`src/sv/hpbs_rem.sv`:
```
`default_nettype none
module hpbs_rem #(
	parameter int DW = 11,
	parameter int NW = 9,
	parameter int SW = 1
) (
	input  wire logic          clk,
	input  wire logic          arst_n,
	input  wire logic          adv,
	input  wire logic          in_valid,
	input  wire logic [DW-1:0] dividend,
	input  wire logic [NW-1:0] divisor,
	input  wire logic [SW-1:0] side_in,
	output logic               out_valid,
	output logic      [NW-1:0] rem,
	output logic      [SW-1:0] side_out
);

	// one restoring step per stage, msb of the dividend first
	logic          valid_s [DW+1];
	logic [DW-1:0] num_s   [DW+1];
	logic [NW-1:0] rem_s   [DW+1];
	logic [SW-1:0] side_s  [DW+1];
	logic [NW-1:0] rem_nxt [DW];

	for (genvar k = 0; k < DW; k++) begin : g_step
		logic [NW:0] trial;
		always_comb begin
			trial = {rem_s[k], num_s[k][DW-1-k]};
			if (trial >= {1'b0, divisor}) begin
				rem_nxt[k] = NW'(trial - {1'b0, divisor});
			end else begin
				rem_nxt[k] = NW'(trial);
			end
		end
	end

	always_ff @(posedge clk or negedge arst_n) begin
		if (!arst_n) begin
			for (int k = 0; k <= DW; k++) begin
				valid_s[k] <= 1'b0;
			end
		end else if (adv) begin
			valid_s[0] <= in_valid;
			for (int k = 0; k < DW; k++) begin
				valid_s[k+1] <= valid_s[k];
			end
		end
	end

	always_ff @(posedge clk) begin
		if (adv) begin
			num_s[0]  <= dividend;
			rem_s[0]  <= '0;
			side_s[0] <= side_in;
			for (int k = 0; k < DW; k++) begin
				num_s[k+1]  <= num_s[k];
				rem_s[k+1]  <= rem_nxt[k];
				side_s[k+1] <= side_s[k];
			end
		end
	end

	assign out_valid = valid_s[DW];
	assign rem       = rem_s[DW];
	assign side_out  = side_s[DW];

endmodule
`default_nettype wire

```
`config.mk`:
```
export PLATFORM = sky130hd
export DESIGN_NAME = hpbs_rem
export DESIGN_NICKNAME = d
export VERILOG_FILES = /design/src/sv/hpbs_rem.sv
export SDC_FILE = /design/constraint.sdc
export NUM_CORES = 1
export LEC_CHECK = 0
export CAP_MARGIN = 40
export CORE_MARGIN = 2
export CORE_UTILIZATION = 30
export DETAILED_ROUTE_END_ITERATION = 12
export DONT_BUFFER_PORTS = 1
export HOLD_SLACK_MARGIN = 0.12
export PLACE_DENSITY_LB_ADDON = 0.15
export SLEW_MARGIN = 5
export SYNTH_ARGS = -nofsm -noshare
export SYNTH_HDL_FRONTEND = slang
export SYNTH_SLANG_ARGS = --single-unit
```
`constraint.sdc`:
```
create_clock -name clk -period 5 [get_ports clk]
set_input_delay 0 -clock clk [delete_from_list [all_inputs] [get_ports clk]]
set_output_delay 0 -clock clk [all_outputs]
set_load 0.1 [all_outputs]
```
# Word-level counts from Yosys, hierarchy flattened

Memory sizes are Yosys's and may differ from the RTL's.
Index checks and enable logic that the tools add are counted.
W data, S select, Z words.

Add/sub/neg operators: 11
Magnitude comparators: 11
Multiplexer cells: 13

Operator list:

| operator      | number |
|---|---|
| $ge A10 B9 Y1 | 11 |
| $mux W9       | 11 |
| $sub A9 B9 Y9 | 11 |
| $mux W1       | 2 |

Register bits: 12
RAM bits: 252
Input bits: 25
Output and inout bits: 11
Word-level logic and storage cells: 50
Memories kept: 3

Memory list:

| memory | words | bits a word | read ports | clocked after Yosys merged registers in | wr ports | line | text |
|---|---|---|---|---|---|---|---|
| num_s  | 12    | 11          | 11         | 0                                       | 12       | 21   | `logic [DW-1:0] num_s [DW+1];` |
| rem_s  | 12    | 9           | 12         | 0                                       | 12       | 22   | `logic [NW-1:0] rem_s [DW+1];` |
| side_s | 12    | 1           | 12         | 0                                       | 12       | 23   | `logic [SW-1:0] side_s [DW+1];` |

# Logic depth before layout (Yosys ltp)

Gate-level depths: netlist of run 1.

Depth in word-level cells: 2
Depth in mapped cells: 10

# Worst setup path before layout of run 1

No wires, ideal clock.

Kind: input port to flip-flop
Start point: input port divisor[1]
End point: memory rem_s[4][1] (netlist: rem_s[1][1]), data pin
Arrival: 2098 ps
Required time: 4740 ps
Path slack: 2642 ps
Stages: 7
Cells stage by stage: inv_1 -> ha_1 -> a21o_1 -> a21oi_1 -> o21ai_1 -> a41oi_4 -> mux2_2

RTL lines:

| what        | line | text |
|---|---|---|
| from (decl) | 12   | `input wire logic [NW-1:0] divisor,` |
| to (decl)   | 22   |  |

==> results of run 1 <==
-- worst max-delay path by stage --
stage,startpoint,end,slack (ns)
after floorplan,divisor[1],rem_s[1][1]$_DFFE_PP_,2.64
after global placement,divisor[1],rem_s[2][29]$_DFFE_PP_,2.27
after detailed placement,divisor[1],rem_s[2][29]$_DFFE_PP_,2.22
after CTS,divisor[0],rem_s[0][17]$_SDFFCE_PN0P_,1.69
after global routing,num_s[0][10]$_DFFE_PP_,rem_s[0][17]$_SDFFCE_PN0P_,1.89
final,num_s[0][10]$_DFFE_PP_,rem_s[0][17]$_SDFFCE_PN0P_,1.98
-- per-layer routing --
metal	wire, um	up-vias
li1	-	3430
met5	0	-
met1	11390	3336
met3	740	33
met2	10270	112
met4	605	0
-- synth_stat cells (4+ instances only) --
master       n
a2111oi_0    5
a211o_1      7
a21boi_0    12
a21o_1      37
a21oi_1     55
a221oi_1     8
a22oi_1      7
a31oi_1      4
a41o_1       4
and3_1       9
buf_2        6
clkbuf_2     4
dfrtp_1     12
edfxtp_1   177
fa_1        10
ha_1        92
inv_1       59
mux2_2      84
mux2i_1     15
nand2_1     26
nand2b_1     7
nand3_1     13
nand3b_1     9
nor2_1      47
nor2b_1     13
nor3_1      12
nor4b_1      7
o21a_1       6
o21ai_0     32
o311ai_0     4
o31ai_1      6
xnor2_1     31
xor2_1      10
-- cell families (layout without fill, tap and decap cells) --
logic type | Yosys count | count (layout) | share of synthesized area [%]
AO/OA/AOI/OAI | 211 | 211 | 13.54
adder cells (fa/ha/maj) | 102 | 102 | 12.24
XOR/XNOR | 41 | 41 | 3.252
multiplexers | 99 | 99 | 9.925
flip-flops | 189 | 189 | 50.85
buffers and inverters | 74 | 122 | 2.764
AND/OR/NAND/NOR | 158 | 158 | 7.433
-- registers in the layout, indices dropped and copies added (netlist names) --
name	flops
side_s	12
num_s	66
rem_s	99
valid_s	11
out_valid	1
-- layout make-up --
cell class	instances	area share, %
Sequential cell	189	45.07
Multi-Input combinational cell	611	41.12
Tap cell	468	4.700
Clock buffer	18	3.445
Timing Repair Buffer	30	2.712
Inverter	60	1.808
Clock inverter	14	1.145
-- power groups by stage --
stage / clock, mW / combinational [mW] / sequential (mW)
after CTS: 1.43 / 2.47 / 2.70
after floorplan: 0 / 1.99 / 2.65
final: 1.36 / 2.46 / 2.69
after global placement: 0 / 2.38 / 2.74
after global routing: 1.48 / 2.76 / 2.73
after detailed placement: 0 / 2.38 / 2.72
==> impl_metrics.csv, run 1 <==
group,metric,value,unit
critical_path,cp_slowest_cell,"dlygate4sd3_1",
global_routing,grt_pass1_vias,6953,
job,maxCapViolations,0,
yosys,syn_area,11040,um2
yosys,ys_warn_count,0,
floorplanning,die_w,195.9,um
floorplanning,die_area,38360,um2
sta,worstMarginPinSlew,1.087,ns
layout,fillCellCount,3567,
critical_path,r2r_setup_slack,1.98,ns
critical_path,r2r_cells,9,
routing,detail_route.wirelength,23000,um
yosys,yosys-top-cells-area,"edfxtp_1 48%, ha_1 10%, mux2_2 8.6%",
global_routing,grt_max_degree,190,
yosys,synth_top_area_cell,"edfxtp_1",
global_routing,antenna_found_initial,1,
clocking,cts_sinks,189,
place,dp_hpwl,14780,um
sta,relSlewSlack,27.52,%
layout,final_cell_mix,"177 x edfxtp_1, 92 x ha_1, 84 x mux2_2, 59 x inv_1, 55 x a21oi_1",
layout,multi_input_area,5122,um2
outcome,status,"complete, no violations",
yosys,synth_seq_cells,189,
routing,dr.pass1.iters,5,
routing,remaining_drc_errors,0,
sta,setup_viol,0,
clocking,root_buffer,"clkbuf_16",
clocking,cts.clk_slew.worst_paths,0.08,ns
sta,drv_slew,0,
place,gp_congestion,0.8303,
place,placed_area,11580,um2
yosys,synth_area_per_cell,12.64,um2
power,p_per_area,522.3,nW/um2
yosys,synth_edf_count,177,
layout,final_core_util,34.19,%
sta,fmax,0.3313,GHz
critical_path,cp_max_fo,9,
place,place_inst,1330,
worst_hold_path,min_to,"num_s[0][4]$_DFFE_PP_",
sta,fin_ws,1.982,ns
power,p_sw,2.385,mW
yosys,synth_cell_types,64,
place,io_buffers,0,
critical_path,r2r_end,"rem_s[0][17]$_SDFFCE_PN0P_",
power,vdd_drop_max,0.2531,mV
layout,regArea,5615,um2
yosys,yosysSeqAreaShare,50.85,%
layout,layout.nets,1036,
layout,final_area,12460,um2
layout,instances_no_fill,1390,
layout,layout-drive-gt1-share,14.10,%
global_routing,use_met3,2.940,%
floorplanning,start_util,30.31,%
power,p_leak,4.829,nW
routing,ant_nets,0,
critical_path,worst-path-buf-inv,4,
clocking,h-tree-depth,4,
global_routing,top_usage_layer,"met2",
power,p_comb_share,37.8,%
routing,vias,6911,
critical_path,cp.arrival,3.34,ns
place,dp_worst_setup_slack,2.220,ns
power,p_int,4.122,mW
critical_path,path_cells,"inv_1, ha_1, inv_1, ha_1, a21oi_1, or4_1, dlygate4sd3_1, a31oi_1, dlygate4sd3_1",
critical_path,cp.required,5.32,ns
critical_path,r2r_start,"num_s[0][10]$_DFFE_PP_",
worst_hold_path,hold_start,"adv",
yosys,synth.top_cell.area_share,48.13,%
sta,finalHoldViolations,0,
sta,skew,0.01289,ns
global_routing,grt_overflow,0,
critical_path,crit_type,"reg -> reg",
sta,rsz0062_at_grt,"false",
sta,totalNegativeSetupSlack,0,ns
clocking,cts_buffer_depth,2,
clocking,post_cts_buffers,0,
routing,viasPerCell,4.972,
floorplanning,coreArea,36430,um2
floorplanning,die_h,195.9,um
layout,n_antenna_cell,0,
global_routing,grt_pass1_wl,36900,um
power,power_frac_seq,41.3,%
power,sw_frac_of_total,36.66,%
critical_path,cp-end-kind,"flop",
clocking,cts_made_buffers,17,
power,clockPowerShare,20.9,%
layout,final_common_cell,"edfxtp_1",
clocking,tritoncts,"yes",
yosys,async_flop_share,6.349,%
yosys,synth_fp_nets,1001,
clocking,cts_resized,0,
critical_path,crit_family,"buffers and inverters",
critical_path,cp-start-kind,"flop",
clocking,ctsHoldBuffers,27,
worst_hold_path,hold_class,"in -> reg",
floorplanning,row_count,70,
global_routing,grt.met1_usage,16.71,%
floorplanning,io_pins,36,
sta,hold-worst-slack,0.08114,ns
routing,drt_iter0_markers,396,
sta,final.period_utilization,60.36,%
yosys,synth_cells,874,
worst_hold_path,hold_depth,1,
yosys,synth_flop_cell,"edfxtp_1",
clocking,clock_latency,0.45,ns
sta,layout_min_cycle_time,3.018,ns
layout,areaGrowthSynthToFinish,12.81,%
power,finalPower,6.507,mW
global_routing,track_usage,12.50,%
critical_path,cp_slowest_stage_delay,0.71,ns
routing,post_drt_wl_per_cell,16.55,um
global_routing,use_met2,19.61,%
critical_path,cp.depth,9,
No activity file was read; power rests on OpenSTA's default activity.
==> run 2, diff against run 1 <==
- clock period: 5 -> 2.94 ns (I/O delays scaled with it)
==> run 2 against run 1 <==
The flow now finishes with violations (negative hold slack); worst setup slack got worse by 1.8 ns; clock skew decreased by 0.0021 ns; worst hold slack got worse by 0.42 ns; design area increased by 1.5%; non-clock buffer count increased by 20; total power increased by 72%; utilization increased by 0.50 points; routed wire length decreased by 0.62%; first-iteration DRC count decreased by 22%; combinational power increased by 71%; critical endpoint is now rem_s[1][1]$_DFFE_PP_; largest cell class unchanged.
==> impl_metrics.csv, run 2 (synthesis results as in run 1) <==
group,metric,value,unit
global_routing,grt_max_degree,190,
power,p_per_area,885.2,nW/um2
critical_path,r2r_end,"rem_s[1][1]$_DFFE_PP_",
clocking,cts_buffer_depth,2,
floorplanning,start_util,30.31,%
worst_hold_path,hold_class,"in -> reg",
worst_hold_path,hold_start,"adv",
power,vdd_drop_max,0.4781,mV
critical_path,r2r_start,"num_s[3][7]$_DFFE_PP_",
clocking,cts_resized,0,
place,gp_congestion,0.8100,
clocking,ctsHoldBuffers,44,
power,p_leak,4.914,nW
critical_path,path_cells,"dlygate4sd3_1, ha_1, inv_1, fa_1, a21o_1, a21oi_1, o21ai_1, a41oi_4, mux2_2",
routing,viasPerCell,4.972,
layout,n_antenna_cell,0,
layout,final_area,12640,um2
critical_path,r2r_cells,9,
global_routing,antenna_found_initial,1,
floorplanning,io_pins,36,
outcome,status,"complete, but fails checks",
clocking,clock_latency,0.45,ns
critical_path,cp-end-kind,"flop",
sta,layout_min_cycle_time,2.759,ns
place,placed_area,11610,um2
sta,fmax,0.3624,GHz
sta,finalHoldViolations,177,
sta,relSlewSlack,40.58,%
sta,drv_slew,0,
routing,detail_route.wirelength,22860,um
layout,areaGrowthSynthToFinish,14.46,%
critical_path,cp.required,3.14,ns
layout,top_register,"rem_s",
sta,hold-worst-slack,-0.3428,ns
critical_path,cp_max_fo,8,
outcome,violations,"negative hold slack",
clocking,h-tree-depth,4,
critical_path,cp.arrival,2.96,ns
routing,dr.pass1.iters,4,
layout,layout.nets,1056,
floorplanning,row_count,70,
critical_path,cp_slowest_stage_delay,0.88,ns
floorplanning,coreArea,36430,um2
layout,instances_no_fill,1410,
clocking,cts.clk_slew.worst_paths,0.08,ns
routing,drt_iter0_markers,308,
sta,setup_viol,0,
sta,skew,0.01081,ns
clocking,cts_made_buffers,17,
layout,largestRegisters,"rem_s: 99 flops, num_s: 66 flops, side_s: 12 flops",
clocking,cts_sinks,189,
routing,ant_nets,0,
worst_hold_path,hold_depth,0,
global_routing,track_usage,12.47,%
worst_hold_path,min_to,"num_s[0][4]$_DFFE_PP_",
routing,remaining_drc_errors,0,
sta,worstMarginPinSlew,0.8913,ns
sta,totalNegativeSetupSlack,0,ns
floorplanning,die_h,195.9,um
clocking,tritoncts,"yes",
floorplanning,die_w,195.9,um
global_routing,grt_pass1_wl,37050,um
place,io_buffers,0,
layout,layout-drive-gt1-share,14.01,%
routing,vias,7011,
layout,final_common_cell,"edfxtp_1",
sta,fin_ws,0.1808,ns
layout,largest_register_ffs,99,
critical_path,crit_type,"in -> reg",
global_routing,grt_pass1_vias,7134,
critical_path,r2r_setup_slack,0.26,ns
floorplanning,die_area,38360,um2
sta,final.period_utilization,93.85,%
layout,fillCellCount,3552,
sta,rsz0062_at_grt,"false",
critical_path,cp-startpoint,"divisor[0]",
place,dp_worst_setup_slack,0.2762,ns
clocking,post_cts_buffers,0,
job,maxCapViolations,0,
global_routing,grt_overflow,0,
place,place_inst,1334,
routing,post_drt_wl_per_cell,16.21,um
place,dp_hpwl,14480,um
critical_path,cp-start-kind,"input port",
critical_path,cp_slowest_cell,"dlygate4sd3_1",
clocking,root_buffer,"clkbuf_16",
layout,final_cell_mix,"177 x edfxtp_1, 92 x ha_1, 84 x mux2_2, 59 x inv_1, 55 x a21oi_1",
==> run 2: cell count changes in the layout (fill, tap and decap cells not counted), sizes merged <==
cell	previous run	this run
clkinvlp	1	0
bufinv	0	2
dlygate4sd3	26	44
buf	4	6
clkbuf	18	17
==> run 2: area by class of cell <==
type | instances | area [um2] | share of cell area (%)
Sequential cell | 189 | 5615 | 44.43
Multi-Input combinational cell | 611 | 5122 | 40.53
Tap cell | 468 | 585.6 | 4.633
Timing Repair Buffer | 50 | 498.0 | 3.940
Clock buffer | 17 | 425.4 | 3.366
Inverter | 60 | 225.2 | 1.782
Clock inverter | 15 | 167.7 | 1.326
==> run 2: where the power goes <==
group | switching, mW | total, mW | internal [mW] | leakage [nW]
registers | 0.771 | 4.57 | 3.80 | 1.88
clock network | 1.13 | 2.41 | 1.28 | 0.294
logic | 2.06 | 4.21 | 2.15 | 2.74
total | 3.96 | 11.2 | 7.23 | 4.91
==> run 2: worst max-delay path: cells and delay by family <==
| kind | cells | cell delay, ns |
|---|---|---|
| AOI/OAI and AO/OA | 4 | 0.93 |
| adders and majority gates | 2 | 0.68 |
| muxes | 1 | 0.40 |
| buffers and inverters | 2 | 0.93 |
==> run 2: layer usage <==
metal  GRT usage, %  share of wire (%)  up-vias
met5              0                  0        -
met2          20.07                 46      110
met4          4.854                2.3        0
li1               -                  -     3471
met1          16.12                 48     3398
met3          3.180                3.7       32
==> run 2: worst max-delay path by stage <==
stage | end | slack, ns
floorplan | rem_s[1][1]$_DFFE_PP_ | 0.58
global placement | rem_s[1][1]$_DFFE_PP_ | 0.24
detailed placement | rem_s[1][7]$_DFFE_PP_ | 0.28
CTS | rem_s[1][7]$_DFFE_PP_ | 0.21
global route | rem_s[1][7]$_DFFE_PP_ | 0.10
finish | rem_s[1][1]$_DFFE_PP_ | 0.18
==> run 2: per-stage QoR <==
| step | power, mW | utilization, % |
|---|---|---|
| 2_1_floorplan | 7.898 | - |
| 3_3_place_gp | 8.688 | 31.85 |
| 3_5_place_dp | 8.663 | 31.85 |
| 4_1_cts | 11.31 | 34.69 |
| 5_1_grt | 11.97 | 34.69 |
| 6_report | 11.19 | 34.69 |
==> run 3, diff against run 2 <==
- MAX_ROUTING_LAYER: unset -> met4
==> run 3 against run 2 <==
The flow still finishes with violations (negative hold slack); sequential cell count unchanged; critical endpoint is now rem_s[1][7]$_DFFE_PP_; final cell count unchanged; clock-buffer cell count unchanged; sequential power about the same; fmax down 0.10%; non-clock buffer count unchanged; critical path type unchanged; combinational power about the same; critical path depth unchanged.
==> impl_metrics.csv, run 3 (synthesis results as in run 1) <==
group,metric,value,unit
routing,remaining_drc_errors,0,
clocking,cts_sinks,189,
layout,largest_register_ffs,99,
critical_path,r2r_cells,9,
global_routing,grt_max_degree,190,
worst_hold_path,hold_start,"adv",
power,p_per_area,885.4,nW/um2
layout,final_cell_mix,"177 x edfxtp_1, 92 x ha_1, 84 x mux2_2, 59 x inv_1, 55 x a21oi_1",
layout,areaGrowthSynthToFinish,14.46,%
critical_path,cp-end-kind,"flop",
worst_hold_path,min_to,"num_s[0][4]$_DFFE_PP_",
global_routing,antenna_found_initial,1,
critical_path,r2r_setup_slack,0.26,ns
layout,final_common_cell,"edfxtp_1",
routing,ant_nets,0,
routing,detail_route.wirelength,22880,um
sta,final.period_utilization,93.94,%
layout,layout-drive-gt1-share,14.01,%
clocking,cts_resized,0,
floorplanning,die_w,195.9,um
global_routing,grt_pass1_vias,7131,
critical_path,cp.arrival,2.96,ns
clocking,clock_latency,0.45,ns
sta,finalHoldViolations,177,
critical_path,path_cells,"dlygate4sd3_1, ha_1, inv_1, fa_1, a21o_1, a21oi_1, o21ai_1, a41oi_4, mux2_2",
clocking,h-tree-depth,4,
place,io_buffers,0,
floorplanning,coreArea,36430,um2
sta,rsz0062_at_grt,"false",
routing,viasPerCell,4.980,
layout,instances_no_fill,1410,
clocking,tritoncts,"yes",
critical_path,r2r_start,"num_s[3][7]$_DFFE_PP_",
routing,drt_iter0_markers,302,
worst_hold_path,hold_class,"in -> reg",
sta,drv_slew,0,
clocking,ctsHoldBuffers,44,
floorplanning,io_pins,36,
clocking,cts_buffer_depth,2,
critical_path,r2r_end,"rem_s[1][7]$_DFFE_PP_",
critical_path,cp_slowest_stage_delay,0.89,ns
layout,largestRegisters,"rem_s: 99 flops, num_s: 66 flops, side_s: 12 flops",
worst_hold_path,hold_depth,0,
sta,fmax,0.3621,GHz
global_routing,track_usage,12.85,%
routing,post_drt_wl_per_cell,16.23,um
critical_path,cp_max_fo,8,
place,placed_area,11610,um2
outcome,status,"complete, but fails checks",
place,gp_congestion,0.8232,
sta,hold-worst-slack,-0.3463,ns
critical_path,cp_slowest_cell,"dlygate4sd3_1",
power,finalPower,11.19,mW
floorplanning,row_count,70,
place,place_inst,1334,
critical_path,cp.required,3.14,ns
routing,dr.pass1.iters,4,
power,p_leak,4.914,nW
floorplanning,start_util,30.31,%
critical_path,cp-startpoint,"divisor[0]",
clocking,root_buffer,"clkbuf_16",
layout,n_antenna_cell,0,
routing,vias,7022,
outcome,violations,"negative hold slack",
critical_path,cp-start-kind,"input port",
critical_path,crit_type,"in -> reg",
global_routing,grt_pass1_wl,37060,um
global_routing,grt_overflow,0,
job,maxCapViolations,0,
clocking,cts.clk_slew.worst_paths,0.08,ns
layout,final_core_util,34.69,%
sta,skew,0.009261,ns
floorplanning,die_h,195.9,um
place,dp_hpwl,14480,um
floorplanning,die_area,38360,um2
power,vdd_drop_max,0.4799,mV
sta,relSlewSlack,40.58,%
layout,top_register,"rem_s",
sta,layout_min_cycle_time,2.762,ns
sta,totalNegativeSetupSlack,0,ns
clocking,cts_made_buffers,17,
layout,layout.nets,1056,
sta,setup_viol,0,
sta,worstMarginPinSlew,0.8913,ns
layout,final_area,12640,um2
clocking,post_cts_buffers,0,
[run 3: cell counts in the layout (fill, tap and decap cells not counted)]
No cell type changed its count.
[run 3: worst max-delay path: cells and delay by family]
family | cells | cell delay [ns]
compound gates | 4 | 0.93
fa+ha+maj | 2 | 0.68
buf+inv | 2 | 0.94
mux | 1 | 0.40
[run 3: per-stage QoR]
stage / setup WS [ns] / hold slack, ns
after floorplan: 0.5821 / -0.2956
after global placement: 0.2414 / -0.2953
after detailed placement: 0.2762 / -0.2953
after CTS: 0.2091 / -0.3600
after global routing: 0.1047 / -0.3844
final: 0.1780 / -0.3463
[run 3: worst max path at each step]
stage,to,slack (ns),depth (start not counted)
6_report,rem_s[1][7]$_DFFE_PP_,0.18,9
5_1_grt,rem_s[1][7]$_DFFE_PP_,0.10,9
4_1_cts,rem_s[1][7]$_DFFE_PP_,0.21,9
3_5_place_dp,rem_s[1][7]$_DFFE_PP_,0.28,9
3_3_place_gp,rem_s[1][1]$_DFFE_PP_,0.24,9
2_1_floorplan,rem_s[1][1]$_DFFE_PP_,0.58,7
[run 3: cell type report]
class	count	area, um2
fill	3552	23800
multi-input combinational	611	5122
sequential	189	5615
timing repair buffer	50	498.0
clock buffer	17	425.4
inverter	60	225.2
clock inverter	15	167.7
tap	468	585.6
[run 3: routing by layer]
| layer | share of wire (%) | vias to the layer above | routed length [um] | track usage [%] |
|---|---|---|---|---|
| met5 | 0 | - | 0 | - |
| met4 | 2.4 | 0 | 558 | 4.770 |
| met3 | 3.6 | 39 | 821 | 3.232 |
| met2 | 46 | 105 | 10480 | 20.07 |
| met1 | 48 | 3408 | 11020 | 16.12 |
| li1 | - | 3470 | - | - |
[run 3: power breakdown]
group          total (mW)  leakage, nW  internal (mW)  switching, mW
combinational        4.21         2.74           2.15           2.06
sequential           4.57         1.88           3.80          0.771
clock                2.41        0.294           1.28           1.13
total                11.2         4.91           7.23           3.96
